==> config.mk <==
export PLATFORM = sky130hd
export DESIGN_NAME = ipid_cfg
export DESIGN_NICKNAME = d
export VERILOG_FILES = /design/src/hdl/ipid_pkg.sv /design/src/hdl/ipid_cfg.sv
export SDC_FILE = /design/constraint.sdc
export NUM_CORES = 1
export LEC_CHECK = 0
export BUFFER_PORTS_ARGS = -buffer_cell sky130_fd_sc_hd__buf_2
export CAP_MARGIN = 20
export CORE_MARGIN = 4
export CORE_UTILIZATION = 55
export CTS_BUF_LIST = sky130_fd_sc_hd__clkbuf_8
export CTS_CLUSTER_DIAMETER = 50
export DETAILED_ROUTE_END_ITERATION = 10
export GPL_TIMING_DRIVEN = 1
export PLACE_DENSITY = 0.87
export SLEW_MARGIN = 20
export SYNTH_ARGS = -nofsm -noshare
export SYNTH_HDL_FRONTEND = slang
export SYNTH_SLANG_ARGS = --single-unit
export TNS_END_PERCENT = 1
==> constraint.sdc <==
create_clock -name clk -period 1.7 [get_ports clk]
set_input_delay 0.34 -clock clk [delete_from_list [all_inputs] [get_ports clk]]
set_output_delay 0.34 -clock clk [all_outputs]
set_load 0.02 [all_outputs]
==> src/hdl/ipid_pkg.sv <==
// shared types and register codes for the incremental pid with integral separation
package ipid_pkg;

	// configuration register indexes
	localparam logic [1:0] REG_PROP_GAIN  = 2'd0;
	localparam logic [1:0] REG_INTEG_GAIN = 2'd1;
	localparam logic [1:0] REG_DERIV_GAIN = 2'd2;
	localparam logic [1:0] REG_SEP_LIMIT  = 2'd3;

	localparam int unsigned CFG_IDX_W  = 2;
	localparam int unsigned CFG_DATA_W = 32;
	localparam int unsigned VAL_W      = 32;
	localparam int unsigned GAIN_W     = 24;
	localparam int unsigned LIMIT_W    = 31;

	// reset gains are one over these, the limit is this many whole units
	localparam int unsigned PropDen    = 5;
	localparam int unsigned IntegDen   = 25;
	localparam int unsigned LimitUnits = 200;

	// gains and separation limit as seen by the datapath
	typedef struct packed {
		logic [GAIN_W-1:0]  prop_gain;
		logic [GAIN_W-1:0]  integ_gain;
		logic [GAIN_W-1:0]  deriv_gain;
		logic [LIMIT_W-1:0] separation_limit;
	} ipid_cfg_t;

endpackage

==> src/hdl/ipid_cfg.sv <==
// configuration register file: gains and separation limit
module ipid_cfg import ipid_pkg::*; #(
	parameter int unsigned FRAC_BITS = 16
) (
	input  logic                  clk,
	input  logic                  arst_n,
	input  logic                  wr_en,
	input  logic [CFG_IDX_W-1:0]  wr_index,
	input  logic [CFG_DATA_W-1:0] wr_data,
	output ipid_cfg_t             cfg
);

	localparam logic [63:0] ONE_64       = 64'd1 << FRAC_BITS;
	localparam logic [63:0] PROP_RST_64  = ONE_64 / PropDen;
	localparam logic [63:0] INTEG_RST_64 = ONE_64 / IntegDen;
	localparam logic [63:0] LIMIT_RST_64 = 64'(LimitUnits) << FRAC_BITS;

	ipid_cfg_t cfg_q;

	// register writes, data masked to each register's width
	always_ff @(posedge clk or negedge arst_n) begin
		if (!arst_n) begin
			cfg_q.prop_gain        <= PROP_RST_64[GAIN_W-1:0];
			cfg_q.integ_gain       <= INTEG_RST_64[GAIN_W-1:0];
			cfg_q.deriv_gain       <= PROP_RST_64[GAIN_W-1:0];
			cfg_q.separation_limit <= LIMIT_RST_64[LIMIT_W-1:0];
		end else if (wr_en) begin
			case (wr_index)
				REG_PROP_GAIN:  cfg_q.prop_gain        <= wr_data[GAIN_W-1:0];
				REG_INTEG_GAIN: cfg_q.integ_gain       <= wr_data[GAIN_W-1:0];
				REG_DERIV_GAIN: cfg_q.deriv_gain       <= wr_data[GAIN_W-1:0];
				REG_SEP_LIMIT:  cfg_q.separation_limit <= wr_data[LIMIT_W-1:0];
				default: begin
				end
			endcase
		end
	end

	assign cfg = cfg_q;

endmodule

==> impl_metrics.py, run 1 <==
metrics = {
    "run_status": {
        "status": "finished clean",
    },
    "grt": {
        "antenna_found_initial": 0,
        "grt_use_total_pct": 20.88,
        "grt_max_degree": 43,
        "grt_pass1_wl_um": 13670,
        "grt_pass1_vias": 2588,
        "grt_overflow": 0,
    },
    "finish": {
        "final_cell_area_um2": 4941,
        "n_antenna_cell": 0,
        "area_growth_pct": 26.81,
        "drive_gt1_share_pct": 78.28,
        "largest_register_ffs": 103,
        "finalNetCount": 406,
        "fin_cells": 469,
    },
    "setup_path": {
        "crit_family": "flip-flops",
        "crit_arrival_ns": 1.06,
        "path_buf_inv": 1,
        "crit_fanout": 2,
        "critPathSlowestCell": "dfstp_2",
        "max_stage_delay_ns": 0.55,
        "critical_path_class": "reg2out",
        "crit_required_ns": 1.36,
        "cp-end-kind": "output port",
        "path_cells": "buf_2",
        "cp-start-kind": "flip-flop",
    },
    "placed_design": {
        "place_hpwl_um": 6091,
        "dp_cells": 453,
        "placed_area_um2": 4752,
        "globalplace.congestion": 0.7494,
        "io_buffers": 138,
    },
    "yosys": {
        "synthMostInstantiatedCell": "mux2_2",
        "ys_ff_latch": 103,
        "ys_warn_count": 0,
        "synth_cell_types": 11,
        "synth_common_cells": "mux2_2 (102), dfrtp_1 (77), dfstp_2 (26)",
        "synth_top_area_cell": "dfrtp_1",
        "synth_ff_type": "dfrtp_1",
        "synth_top_area_share_pct": 49.45,
        "async_reset_ff_share_pct": 100.0,
        "syn_avg_cell_area_um2": 17.79,
        "synth_cells": 219,
        "synth-edff-count": 0,
        "yosysSeqAreaShare_pct": 66.99,
        "synthesis.nets": 256,
        "yosys-top-cells-area": "dfrtp_1 (49%), mux2_2 (29%), dfstp_2 (18%)",
        "netlist_area_um2": 3896,
    },
    "power_and_ir_drop": {
        "p_per_area_nw_per_um2": 1300,
        "ir_drop_uv": 650.5,
        "p_leak_uw": 0.002356,
    },
    "hold_path": {
        "hp-class": "in2reg",
    },
    "clock_tree": {
        "post_cts_buffers": 0,
        "clockBufferDepth": 2,
        "clk_pin_slew_worst_paths_ns": 0.09,
        "cts_tree": "done",
        "root_buffer": "clkbuf_8",
        "cts_max_level": 3,
        "clk_latency_ns": 0.35,
        "cts-buffers-inserted": 9,
        "clock_sinks": 103,
    },
    "timing": {
        "rsz0062_at_grt": "no",
        "tightest_slew_ns": 0.4004,
        "clock_skew_ns": 0,
        "fmax_mhz": 714.0,
        "finalSetupViolations": 0,
        "tns_ns": 0,
        "slew_headroom_pct": 73.31,
        "finalHoldViolCount": 0,
        "finalCritPeriodShare_pct": 82.39,
        "slew_viol_final": 0,
        "fin_crit_ns": 1.401,
    },
    "die": {
        "core_um2": 6832,
        "initial_utilization_pct": 57.03,
        "num_rows": 30,
        "die_y_um": 92.17,
        "ios": 140,
        "dieArea_um2": 8494,
        "die_width_um": 92.17,
    },
    "routing": {
        "routed-via-count": 2390,
        "wl_per_cell_um": 17.36,
        "antenna_left": 0,
        "drt_iter0_drc": 57,
        "drc": 0,
        "wl_um": 8141,
        "dr.pass1.iters": 4,
        "routed_via_density": 5.096,
    },
    "run": {
        "drv_cap": 0,
    },
}
==> cell usage in the layout, fill, tap and decap left out <==
cell,n
buf_12,4
buf_2,137
buf_4,6
bufinv_16,1
clkbuf_8,9
clkinv_2,2
clkinvlp_4,1
dfrtp_1,77
dfstp_2,26
dlygate4sd3_1,1
inv_1,2
mux2_1,1
mux2_2,102
nand3_2,1
nand3b_2,2
nor3b_4,1
==> final timing paths <==
check	from	end	slack, ns	depth (start not counted)
min reg2reg	cfg[100]$_DFFE_PN0P_	cfg[100]$_DFFE_PN0P_	0.50	1
max reg2reg	cfg[9]$_DFFE_PN0P_	cfg[9]$_DFFE_PN0P_	0.91	1
min in group asynchronous	arst_n	cfg[67]$_DFFE_PN0P_	0.46	2
max	cfg[66]$_DFFE_PN1P_	cfg[66]	0.30	1
max in group asynchronous	arst_n	cfg[19]$_DFFE_PN1P_	0.62	3
min	wr_data[25]	cfg[25]$_DFFE_PN0P_	0.21	2
==> kinds of logic after synthesis <==
kind of cell / share of synthesized area, %
AND/OR/NAND/NOR: 1.188
flip-flops: 66.99
multiplexers: 29.77
buffers and inverters: 2.055
==> repair_timing <==
action | CTS | global route
hold endpoints to repair | 18 | 0
hold buffers | 1 | 0
gates resized for setup | 0 | 0
==> report_power, final <==
| group | internal (µW) | total, µW | switching (µW) |
|---|---|---|---|
| combinational | 730 | 1770 | 1040 |
| clock | 658 | 1420 | 764 |
| sequential | 3000 | 3230 | 228 |
| total | 4380 | 6420 | 2040 |
==> metrics by stage <==
stage	utilization, %	setup WS (ns)	power (µW)	hold slack, ns
6_report	72.33	0.2994	6422	0.2143
5_1_grt	72.33	0.2496	6766	0.1910
4_1_cts	72.33	0.2786	6493	0.1973
3_5_place_dp	69.56	0.2255	5077	0.2912
3_3_place_gp	69.56	0.2711	4990	0.2896
2_1_floorplan	-	0.4208	4328	0.04441
==> per-layer routing <==
metal | share of wire [%] | GRT usage [%]
met3 | 6.4 | 5.742
met1 | 41 | 26.98
met5 | 0 | 0
met2 | 51 | 34.31
met4 | 1.7 | 6.807
==> final cells by class <==
class	count	area, µm²
flip-flops and latches	103	2610
clock buffers	9	123.9
well taps	96	120.1
clock inverters	6	55.05
fillers	493	1891
multi-input cells	107	1211
repair buffers	148	820.8
Power figures use the tool's default switching activity.
==> inputs of run 2 (changes only) <==
Settings changed: ABC_AREA from default to 1, CORE_UTILIZATION 55 to 47, PLACE_DENSITY 0.87 to 0.78.
Clock period 1.7 ns to 1.2 ns, I/O delays scaled along.
==> impl_metrics.py, run 2 <==
metrics = {
    "timing": {
        "fmax_mhz": 775.4,
        "fin_ws_ns": -0.08962,
        "finalCritPeriodShare_pct": 107.5,
        "tightest_slew_ns": 0.2654,
        "clock_skew_ns": 0,
        "slew_viol_final": 0,
        "finalHoldViolCount": 0,
        "finalSetupViolations": 26,
        "fin_crit_ns": 1.290,
        "whs_ns": 0.1211,
        "rsz0062_at_grt": "yes",
        "slew_headroom_pct": 82.31,
    },
    "yosys": {
        "syn_avg_cell_area_um2": 9.258,
        "synth_top_area_share_pct": 45.44,
        "yosysSeqAreaShare_pct": 61.55,
        "ys_warn_count": 0,
        "netlist_area_um2": 4240,
        "synth-edff-count": 0,
        "async_reset_ff_share_pct": 100.0,
        "synth_cell_types": 12,
        "synth_common_cells": "nand2_1 (207), nand4_1 (79), dfrtp_1 (77)",
        "synth_top_area_cell": "dfrtp_1",
        "synthMostInstantiatedCell": "nand2_1",
        "yosys-top-cells-area": "dfrtp_1 (45%), nand2_1 (18%), dfstp_2 (16%)",
        "synth_cells": 458,
        "ys_ff_latch": 103,
        "synthesis.nets": 495,
        "synth_ff_type": "dfrtp_1",
    },
    "power_and_ir_drop": {
        "internal_power_uw": 6159,
        "seqPwrFrac_pct": 48.3,
        "clkPwrFrac_pct": 24.0,
        "p_leak_uw": 0.003043,
        "p_per_area_nw_per_um2": 1657,
        "ir_drop_uv": 689.3,
        "power_switching_uw": 3155,
        "power_frac_comb_pct": 27.7,
        "netSwitchingFraction_pct": 33.87,
        "finalPower_uw": 9314,
    },
    "setup_path": {
        "critPathSlowestCell": "dfstp_2",
        "cp-start-kind": "flip-flop",
        "crit_family": "flip-flops",
        "critical_path_class": "reg2out",
        "max_stage_delay_ns": 0.57,
        "path_buf_inv": 1,
        "crit_required_ns": 0.96,
        "cp-end-kind": "output port",
        "crit_fanout": 2,
        "path_cells": "buf_6",
        "crit_arrival_ns": 1.05,
    },
    "clock_tree": {
        "cts_max_level": 3,
        "clk_latency_ns": 0.36,
        "cts_tree": "done",
        "clk_pin_slew_worst_paths_ns": 0.10,
        "root_buffer": "clkbuf_8",
        "cts-buffers-inserted": 9,
        "clockBufferDepth": 2,
        "clock_sinks": 103,
    },
    "die": {
        "core_um2": 8763,
        "num_rows": 34,
        "die_y_um": 103.0,
        "initial_utilization_pct": 48.39,
        "dieArea_um2": 10610,
        "ios": 140,
        "die_width_um": 103.0,
    },
    "routing": {
        "drt_iter0_drc": 250,
        "routed_via_density": 5.543,
        "drc": 0,
        "wl_um": 12230,
        "routed-via-count": 3941,
        "antenna_left": 0,
        "dr.pass1.iters": 5,
        "wl_per_cell_um": 17.20,
    },
    "finish": {
        "final_cell_mix": "nand2_1 (207), buf_2 (97), nand4_1 (79)",
        "fin_cells": 711,
        "fin_util_pct": 64.15,
        "final_cell_area_um2": 5622,
        "multi_input_area_um2": 1428,
        "drive_gt1_share_pct": 35.49,
        "n_antenna_cell": 0,
        "register_area_um2": 2610,
        "area_growth_pct": 32.58,
        "final_common_cell": "nand2_1",
        "finalNetCount": 635,
        "largest_register_ffs": 103,
        "nFillCells": 739,
    },
    "placed_design": {
        "globalplace.congestion": 0.8056,
        "place_hpwl_um": 8359,
        "placed_area_um2": 5154,
        "dp_cells": 692,
        "io_buffers": 138,
    },
    "grt": {
        "grt_max_degree": 54,
        "grt_pass1_vias": 3868,
        "grt_use_total_pct": 23.58,
        "grt_pass1_wl_um": 19470,
        "grt_overflow": 0,
        "antenna_found_initial": 0,
    },
    "run": {
        "drv_cap": 0,
    },
    "hold_path": {
        "hp-class": "in2reg",
    },
    "run_status": {
        "status": "complete, but fails checks",
        "violations": "negative setup slack",
    },
}
-- run 2: cells by family (layout without fill, tap and decap cells) --
| group | after synthesis | in the layout | synth area share (%) |
|---|---|---|---|
| and+or+nand+nor | 314 | 314 | 33.67 |
| DFF | 103 | 103 | 61.55 |
| buffers and inverters | 41 | 186 | 4.780 |
-- run 2: per-layer routing --
layer / vias up / share of wire (%) / GRT usage, %
li1: 1813 / - / -
met1: 1918 / 40 / 31.70
met2: 188 / 50 / 38.58
met3: 22 / 7.8 / 5.210
met4: 0 / 2.0 / 6.873
met5: - / 0 / 0
-- run 2: per-stage QoR --
step	worst slack, ns	setup TNS (ns)
final	-0.08962	-1.754
after global routing	-0.1261	-3.014
after CTS	-0.09105	-2.011
after detailed placement	0.07781	0
after global placement	0.1203	0
after floorplan	0.2083	0
-- run 2: final timing paths --
path | depth (start not counted) | endpoint | slack, ns | from
max in group asynchronous | 3 | cfg[32]$_DFFE_PN1P_ | 0.35 | arst_n
min in group asynchronous | 2 | cfg[45]$_DFFE_PN0P_ | 0.27 | arst_n
worst min register to register | 2 | cfg[75]$_DFFE_PN0P_ | 0.47 | cfg[75]$_DFFE_PN0P_
worst min-delay path | 3 | cfg[28]$_DFFE_PN0P_ | 0.12 | wr_data[28]
worst max-delay path | 1 | cfg[60] | -0.09 | cfg[60]$_DFFE_PN1P_
worst max register to register | 3 | cfg[58]$_DFFE_PN1P_ | 0.38 | cfg[58]$_DFFE_PN1P_
-- run 2: layout make-up --
class	count	area share [%]
timing repair buffer	168	21.97
tap	108	2.404
clock buffer	10	2.448
multi-input combinational	314	25.40
sequential	103	46.43
clock inverter	6	1.224
inverter	2	0.1335
-- run 2: worst reg2reg max path: cells and delay by family, from the launching register on --
kind / cells / cell delay (ns)
flip-flops: 1 / 0.56
buffers and inverters: 1 / 0.11
AND/OR/NAND/NOR: 2 / 0.11
-- run 2: timing repair --
item | CTS | global route
setup endpoints to repair | 26 | 68
buffers inserted | 2 | 0
endpoints found under the hold margin | 13 | 0
resized for setup | 52 | 24
hold buffers | 1 | 0
-- run 2: power groups by stage --
stage	Combinational [µW]	Sequential [µW]	Clock (µW)
final	2580	4500	2230
after detailed placement	2350	4490	0
after CTS	2530	4470	2270
after global placement	2280	4480	0
after floorplan	626	5180	0
after global routing	2810	4560	2450
